==> config.mk <==
export PLATFORM = sky130hd
export DESIGN_NAME = lfu_page_replacement
export DESIGN_NICKNAME = d
export VERILOG_FILES = /design/src/hdl/lfu_pkg.sv /design/src/hdl/lfu_frames.sv /design/src/hdl/lfu_page_replacement.sv
export SDC_FILE = /design/constraint.sdc
export NUM_CORES = 1
export LEC_CHECK = 0
export ABC_AREA = 1
export ABC_CLOCK_PERIOD_IN_PS = 8470
export BUFFER_PORTS_ARGS = -buffer_cell sky130_fd_sc_hd__buf_2
export CAP_MARGIN = 25
export CORE_UTILIZATION = 40
export DETAILED_ROUTE_END_ITERATION = 10
export PLACE_DENSITY = 0.67
export SKIP_CTS_REPAIR_TIMING = 1
export SLEW_MARGIN = 10
export SYNTH_ARGS = -nofsm -noshare
export SYNTH_HDL_FRONTEND = slang
export SYNTH_SLANG_ARGS = --single-unit
==> constraint.sdc <==
create_clock -name clk -period 8.47 [get_ports clk]
set_clock_uncertainty 0.1 [all_clocks]
set_input_delay 1.2705 -clock clk [delete_from_list [all_inputs] [get_ports clk]]
set_output_delay 1.2705 -clock clk [all_outputs]
set_load 0.03 [all_outputs]
==> src/hdl/lfu_pkg.sv <==
// ----------------------------------------------------------------------------
// lfu_pkg
// shared widths, types and defaults for the lfu page replacement block
// ----------------------------------------------------------------------------
package lfu_pkg;

  localparam int PAGE_W      = 8;
  localparam int FRAME_W     = 4;
  localparam int USE_W       = 16;
  localparam int FRAMES_DEF  = 4;
  localparam int COUNT_W_DEF = 16;

  typedef logic [PAGE_W-1:0]  page_t;
  typedef logic [FRAME_W-1:0] frame_t;
  typedef logic [USE_W-1:0]   use_t;

  localparam page_t PAGE_EMPTY = '0;

endpackage

==> src/hdl/lfu_frames.sv <==
// ----------------------------------------------------------------------------
// lfu_frames
// frame table: resident page and use count per frame, one read and one
// write port, cleared to empty at reset
// ----------------------------------------------------------------------------
module lfu_frames
  import lfu_pkg::*;
#(
  parameter int FRAMES      = FRAMES_DEF,
  parameter int COUNT_WIDTH = COUNT_W_DEF,
  localparam int IDX_W      = $clog2(FRAMES)
) (
  input  logic                   clk,
  input  logic                   rst,
  input  logic [IDX_W-1:0]       rd_idx,
  output page_t                  rd_page,
  output logic [COUNT_WIDTH-1:0] rd_count,
  input  logic                   wr_en,
  input  logic [IDX_W-1:0]       wr_idx,
  input  page_t                  wr_page,
  input  logic [COUNT_WIDTH-1:0] wr_count
);

  page_t                  frame_page  [FRAMES];
  logic [COUNT_WIDTH-1:0] frame_count [FRAMES];

  always_ff @(posedge clk) begin
    if (rst) begin
      for (int i = 0; i < FRAMES; i++) begin
        frame_page[i]  <= PAGE_EMPTY;
        frame_count[i] <= '0;
      end
    end else if (wr_en) begin
      frame_page[wr_idx]  <= wr_page;
      frame_count[wr_idx] <= wr_count;
    end
  end

  assign rd_page  = frame_page[rd_idx];
  assign rd_count = frame_count[rd_idx];

endmodule

==> src/hdl/lfu_page_replacement.sv <==
// ----------------------------------------------------------------------------
// lfu_page_replacement
// least-frequently-used page replacement over a small set of frames
// a reference scans the frame table in order, stopping early on a hit, then takes
// a final update step; page zero reports done in the cycle after start
// a new reference is accepted only when idle, so start is ignored during the one-frame-per-
// cycle scan through the frame table and the final update step
// reset: all frames empty with zero counts; results cannot be stalled
// ----------------------------------------------------------------------------
module lfu_page_replacement
  import lfu_pkg::*;
#(
  parameter int FRAMES      = FRAMES_DEF,
  parameter int COUNT_WIDTH = COUNT_W_DEF
) (
  input  logic   clk,
  input  logic   rst,
  input  logic   start,
  input  page_t  page,
  output logic   busy,
  output logic   done,
  output logic   hit,
  output frame_t frame,
  output page_t  evicted_page,
  output use_t   use_count
);

  localparam int IDX_W = $clog2(FRAMES);
  localparam logic [IDX_W-1:0] IDX_LAST = IDX_W'(FRAMES - 1);

  localparam logic [1:0] ST_IDLE   = 2'd0;
  localparam logic [1:0] ST_SCAN   = 2'd1;
  localparam logic [1:0] ST_UPDATE = 2'd2;

  logic [1:0]             state;
  page_t                  pg;
  logic [IDX_W-1:0]       idx;
  logic                   hit_found;
  logic [IDX_W-1:0]       hit_idx;
  logic [COUNT_WIDTH-1:0] hit_cnt;
  logic                   empty_found;
  logic [IDX_W-1:0]       empty_idx;
  logic [IDX_W-1:0]       best_idx;
  logic [COUNT_WIDTH-1:0] best_cnt;
  page_t                  best_page;

  page_t                  rd_page;
  logic [COUNT_WIDTH-1:0] rd_count;
  logic                   wr_en;
  logic [IDX_W-1:0]       wr_idx;
  logic [COUNT_WIDTH-1:0] wr_count;
  logic [COUNT_WIDTH-1:0] cnt_inc;
  logic                   better;
  logic [31:0]            cnt_wide;

  lfu_frames #(
    .FRAMES      (FRAMES),
    .COUNT_WIDTH (COUNT_WIDTH)
  ) u_frames (
    .clk      (clk),
    .rst      (rst),
    .rd_idx   (idx),
    .rd_page  (rd_page),
    .rd_count (rd_count),
    .wr_en    (wr_en),
    .wr_idx   (wr_idx),
    .wr_page  (pg),
    .wr_count (wr_count)
  );

  assign busy = (state != ST_IDLE);

  // scan compare: lower count wins, ties to the smaller page
  assign better = (rd_count < best_cnt) || ((rd_count == best_cnt) && (rd_page < best_page));

  assign cnt_inc = (hit_cnt == '1) ? hit_cnt : hit_cnt + COUNT_WIDTH'(1);

  always_comb begin
    wr_en    = (state == ST_UPDATE);
    wr_idx   = best_idx;
    wr_count = COUNT_WIDTH'(1);
    if (hit_found) begin
      wr_idx   = hit_idx;
      wr_count = cnt_inc;
    end else if (empty_found) begin
      wr_idx = empty_idx;
    end
  end

  assign cnt_wide = 32'(wr_count);

  always_ff @(posedge clk) begin
    if (rst) begin
      state       <= ST_IDLE;
      done        <= 1'b0;
      idx         <= '0;
      hit_found   <= 1'b0;
      empty_found <= 1'b0;
    end else begin
      done <= 1'b0;
      case (state)
        ST_IDLE: begin
          if (start) begin
            pg          <= page;
            idx         <= '0;
            hit_found   <= 1'b0;
            empty_found <= 1'b0;
            if (page == PAGE_EMPTY) begin
              done         <= 1'b1;
              hit          <= 1'b0;
              frame        <= '0;
              evicted_page <= PAGE_EMPTY;
              use_count    <= '0;
            end else begin
              state <= ST_SCAN;
            end
          end
        end
        ST_SCAN: begin
          if (idx == '0 || better) begin
            best_idx  <= idx;
            best_cnt  <= rd_count;
            best_page <= rd_page;
          end
          if (rd_page == PAGE_EMPTY && !empty_found) begin
            empty_found <= 1'b1;
            empty_idx   <= idx;
          end
          if (rd_page == pg) begin
            hit_found <= 1'b1;
            hit_idx   <= idx;
            hit_cnt   <= rd_count;
            state     <= ST_UPDATE;
          end else if (idx == IDX_LAST) begin
            state <= ST_UPDATE;
          end else begin
            idx <= idx + IDX_W'(1);
          end
        end
        ST_UPDATE: begin
          state        <= ST_IDLE;
          done         <= 1'b1;
          hit          <= hit_found;
          frame        <= FRAME_W'(wr_idx);
          evicted_page <= (hit_found || empty_found) ? PAGE_EMPTY : best_page;
          use_count    <= cnt_wide[USE_W-1:0];
        end
        default: begin
          state <= ST_IDLE;
        end
      endcase
    end
  end

  // result strobe only once the block is free again
  a_done_idle: assert property (@(posedge clk) disable iff (rst) done |-> !busy)
    else $error("done while busy");

  // an accepted reference either starts a scan or answers at once
  a_accept: assert property (@(posedge clk) disable iff (rst)
    (start && !busy) |=> (busy || done))
    else $error("accepted reference dropped");

  // a hit never evicts
  a_hit_no_evict: assert property (@(posedge clk) disable iff (rst)
    (done && hit) |-> (evicted_page == PAGE_EMPTY))
    else $error("hit reported an eviction");

  // no result without a transfer or a scan behind it
  a_done_cause: assert property (@(posedge clk) disable iff (rst)
    done |-> ($past(busy) || $past(start)))
    else $error("spurious result");

endmodule
; ---- Word-level counts from Yosys, hierarchy flattened
; Memories as Yosys holds them, arrays and structs flattened. A register that Yosys moved wholly into a read port is not among the register bits.
; Cells that the tools add are included.
[totals]
ff_bits = 90
ramBits = 96
inputBits = 11
elab_cells = 110
memories = 2
[classes]
n_addsub = 2
magnitude_cmp = 2
n_eq_ne = 14
mux = 49
bitwise_logic = 1
reduce_logical = 24
[memory_table]
columns = name, depth, word_bits, read_ports, rd_ports_with_merged_regs, write_ports, line_no
row1 = u_frames.frame_count, 4, 16, 1, 1, 4, lfu_frames.sv:25  ; logic [COUNT_WIDTH-1:0] frame_count [FRAMES];
row2 = u_frames.frame_page, 4, 8, 1, 1, 4, lfu_frames.sv:24  ; page_t frame_page [FRAMES];
[ops]
columns = cell, n
row1 = $mux W16, 5
row2 = $mux W8, 4
row3 = $pmux W16 S2, 1
row4 = $mux W2, 15
row5 = $reduce_and A3 Y1, 7
row6 = $add A16 B1 Y16 const B, 1
row7 = $eq A16 B16 Y1, 1
row8 = $eq A16 B16 Y1 const B, 1
row9 = $logic_not A8 Y1, 2
row10 = $lt A16 B16 Y1, 1
row11 = $pmux W8 S2, 1
row12 = $reduce_or A16 Y1, 1
row13 = $mux W1, 14
row14 = $ne A2 B2 Y1 const B, 7
row15 = $eq A8 B8 Y1, 1
row16 = $lt A8 B8 Y1, 1
row17 = $mux W4, 2
row18 = $pmux W1 S2, 4
row19 = $pmux W2 S2, 2
row20 = $pmux W4 S2, 1
row21 = $reduce_and A4 Y1, 2
row22 = $reduce_or A8 Y1, 1
row23 = $reduce_bool A2 Y1, 3
row24 = $eq A2 B2 Y1 const B, 2
row25 = other kinds (8), 12

; ---- Depth between registers and ports, before layout
[logic_depth]
depth_word = 6
ltp_mapped = 14
depth_no_buf = 13

; ---- By module
; Synthesis repeated with hierarchy kept, for this count alone.
[unflattened]
cells_unflattened = 957
hier_area_um2 = 9068.7
[modules_own_cells]
columns = mod, n_inst, cells_each, area_per_inst_um2, seq_area_each_um2
row1 = lfu_frames, 1, 519, 4685.7, 2882.8
row2 = lfu_page_replacement, 1, 438, 4383.0, 2572.5

; ---- Least setup slack after synthesis
; Ideal clock, no wire load.
[synth_timing]
kind = input to register
startpoint = input page[1]
endpoint = register evicted_page[0] (enable)
arrival_ps = 3712
slack_ps = 4205
stages = 3
n_path_buf = 0
path_cell_list = nor4_1 > nand2_1 > o31ai_1
[synth_via]
elab_chain_len = 3
[synth_lines]
columns = element, line_no
row1 = start: declaration, lfu_page_replacement.sv:19  ; input page_t page,
row2 = $logic_not A8 Y1, lfu_page_replacement.sv:108  ; if (page == PAGE_EMPTY) begin
row3 = $ne A2 B2 Y1 (no source line), --
row4 = $reduce_and A4 Y1 (no source line), --
row5 = end signal: assignment, lfu_page_replacement.sv:145  ; evicted_page <= (hit_found || empty_found) ? PAGE_EMPTY : best_page;
row6 = end: declaration, lfu_page_replacement.sv:24  ; output page_t evicted_page,
; Every way passes these cells.
; A chain may end at the register's enable or synchronous reset.

==> flow_summary.json <==
{
  "status": "completed",
  "post-route-period-util_pct": 48.8,
  "yosysWarnings": 0,
  "crit_type": "reg2reg",
  "critPathLaunchType": "register",
  "area_delta_synth_final_pct": 12.4,
  "critical_path.endpoint_type": "register",
  "slowest_delay_ps": 610,
  "cp.arrival_ps": 4160,
  "yosysTopAreaCell": "edfxtp_1",
  "path_cells": "buf_4 > inv_2 > o21ai_0 > o22ai_1 > ha_1 > nand2_1 > nor2_1 > nand4_1 > nor4_1 > nand2_1 > a21oi_2 > buf_4",
  "irDropWorstVdd_mv": 0.113,
  "num-nets-final": 901,
  "antenna_cells": 0,
  "hold_viol_final": 0,
  "design.die.area_um2": 22100,
  "setup_viol": 0,
  "seqPwrFrac_pct": 52.8,
  "critPathTopFamily": "buffers and inverters",
  "drc_errors": 0,
  "synth_top_family_by_area": "simple AND/OR/NAND/NOR gates",
  "io_buffers": 39,
  "synthAdderAreaFrac_pct": 3.78,
  "dominantRegCellSynth": "edfxtp_1",
  "drive_gt1_share_pct": 15.6,
  "synth.mux.area_fraction_pct": 0,
  "tightest_slew_ps": 771,
  "coreArea_um2": 21100,
  "fin_ws_ps": 4340,
  "timing.hold.ws_ps": 440,
  "path_depth": 12,
  "fin_util_pct": 45.9,
  "routedWlPerCell_um": 16.4,
  "synth_edf_count": 177,
  "powerDensity_nw_per_um2": 208,
  "dp_hpwl_um": 13300,
  "n_fill_cell": 1952,
  "leakagePower_nw": 3.91,
  "netlist-cell-type-count": 42,
  "hold_path_class": "reg2reg",
  "path_clk_slew_ps": 70,
  "grtUsageTotal_pct": 18.2,
  "yosysMostFrequentCell": "edfxtp_1",
  "routabilityCongestion": 0.827,
  "reg2reg_to": "best_cnt[4]",
  "htreeDepth": 4,
  "drt_wl_total_um": 18900,
  "slew_headroom_pct": 48.5,
  "worstPathMaxFanout": 49,
  "insertion_delay_ps": 430,
  "synth_area_leaders": "edfxtp_1, nor2_1, nand2_1, inv_1, ha_1",
  "via_per_inst": 5.09,
  "yosysSeqAreaShare_pct": 63.8,
  "die_w_um": 149,
  "swShare_pct": 26.0,
  "synth_xor_area_share_pct": 0.392,
  "async_reset_ff_share_pct": 0,
  "grt_pass1_wl_um": 29600,
  "placed_area_um2": 9130,
  "placementRows": 53,
  "p_switching_mw": 0.524,
  "drv_slew": 0,
  "grt_max_degree": 50,
  "crit_end": "best_cnt[4]",
  "die_height_um": 149,
  "grt_overflow": 0,
  "cts-root-buf": "clkbuf_16",
  "synth_seq_cells": 186,
  "pre_cts_slack_ps": 4200,
  "clockBufferDepth": 2,
  "r2r_cells": 12,
  "p_int_mw": 1.49,
  "cts_buffers": 17,
  "slowest_stage": "a21oi_2",
  "ff2ff_setup_slack_ps": 4340,
  "synth_common_cells": "edfxtp_1, nor2_1, nand2_1",
  "drv_cap": 0,
  "ant_nets": 0,
  "period_needed_ps": 4130,
  "crit_buf_inv": 3,
  "pwr-share-clk_pct": 35.0,
  "worstPathRequired_ps": 8500,
  "grt_pass1_vias": 5522,
  "syn_area_per_cell_um2": 10.5,
  "fin_setup_tns_ps": 0,
  "syn-cell-area_um2": 8610,
  "antenna_found_initial": 0,
  "synth-simple-area-share_pct": 20.2,
  "final_area_um2": 9680,
  "comb_power_share_pct": 12.2,
  "dr.pass1.iters": 5,
  "tritoncts": "yes",
  "initial_core_util_pct": 40.8,
  "grt_setup_unrepaired": "false",
  "max_freq_mhz": 242,
  "synth_cells": 821,
  "cts_sinks": 186,
  "synth_compound_area_share_pct": 5.48,
  "vias": 5865,
  "boundaryPins": 42,
  "drtIter0Drc": 605,
  "netlist.area_leader.share_pct": 61.7
}
==> flip-flops by register name (all words and copies together), names as in the netlist, 8 cells and up, named ones only <==
| name | cells |
|---|---|
| u_frames.frame_count | 64 |
| u_frames.frame_page | 32 |
| best_cnt | 16 |
| hit_cnt | 16 |
| use_count | 16 |
| best_page | 8 |
| evicted_page | 8 |
| pg | 8 |
==> power by group through the flow <==
stage	sequential [mW]	combinational [mW]	clock [mW]
2_1_floorplan	1.09	0.163	0
3_3_place_gp	1.08	0.232	0
3_5_place_dp	1.08	0.241	0
4_1_cts	1.06	0.243	0.711
5_1_grt	1.07	0.276	0.747
6_report	1.06	0.245	0.705
==> cell type report <==
type	instances	area, um^2	area share [%]
multi-input cells	500	2600	26.9
flip-flops and latches	186	5500	56.8
clock inverters	15	83.8	0.866
repair buffers	49	318	3.28
well taps	275	344	3.56
clock buffers	17	425	4.40
inverters	110	413	4.27
==> routing by layer <==
layer	track usage, %	vias up	wire length, um
li1	-	2846	-
met1	24.8	2784	8440
met2	28.5	210	8930
met3	3.31	25	1170
met4	7.47	0	366
met5	0	-	0
==> kinds of logic after synthesis <==
| kind of cell | after synthesis |
|---|---|
| buffers and inverters | 136 |
| XOR/XNOR | 3 |
| other | 1 |
| adder cells (fa/ha/maj) | 26 |
| flip-flops | 186 |
| AND/OR/NAND/NOR | 385 |
| AO/OA/AOI/OAI | 84 |
==> worst min-delay path by stage <==
stage,slack [ps],depth (start not counted),to,from
2_1_floorplan,390,0,best_idx[1],idx[1]
3_3_place_gp,420,0,hit_idx[0],idx[0]
3_5_place_dp,430,0,hit_idx[0],idx[0]
4_1_cts,440,0,hit_idx[0],idx[0]
5_1_grt,450,0,empty_idx[0],idx[0]
6_report,440,0,best_idx[0],idx[0]
==> cells in the final DEF (no fill, tap or decap), types with 2 or more instances in the layout <==
cell	netlist	final
edfxtp_1	177	177
nor2_1	150	150
nand2_1	135	135
inv_1	88	88
nand3_1	45	45
buf_2	14	39
o21ai_0	37	37
ha_1	26	26
inv_2	22	22
a21oi_1	19	18
clkbuf_16	0	17
o22ai_1	15	15
nor2_2	10	10
nand4_1	9	9
dfxtp_1	9	9
buf_4	2	7
nand3_2	6	6
clkinv_1	0	6
nor4_1	5	5
nand2_2	4	4
nor2_4	4	4
nor3_1	4	4
clkinv_2	0	4
nand3b_1	3	3
o21ai_1	3	3
nand2_4	2	2
nor3_2	2	2
a21oi_2	1	2
or2_2	2	2
o211ai_1	2	2
conb_1	1	2
clkinvlp_4	0	2
inv_6	0	2
buf_16	0	2
==> stage by stage <==
step                std cells  power [mW]
global placement         1116        1.32
floorplan                 822        1.25
finish                   1152        2.01
global route             1152        2.09
detailed placement       1118        1.33
CTS                      1150        2.02
Note: power is estimated with default switching activity, not from simulation.
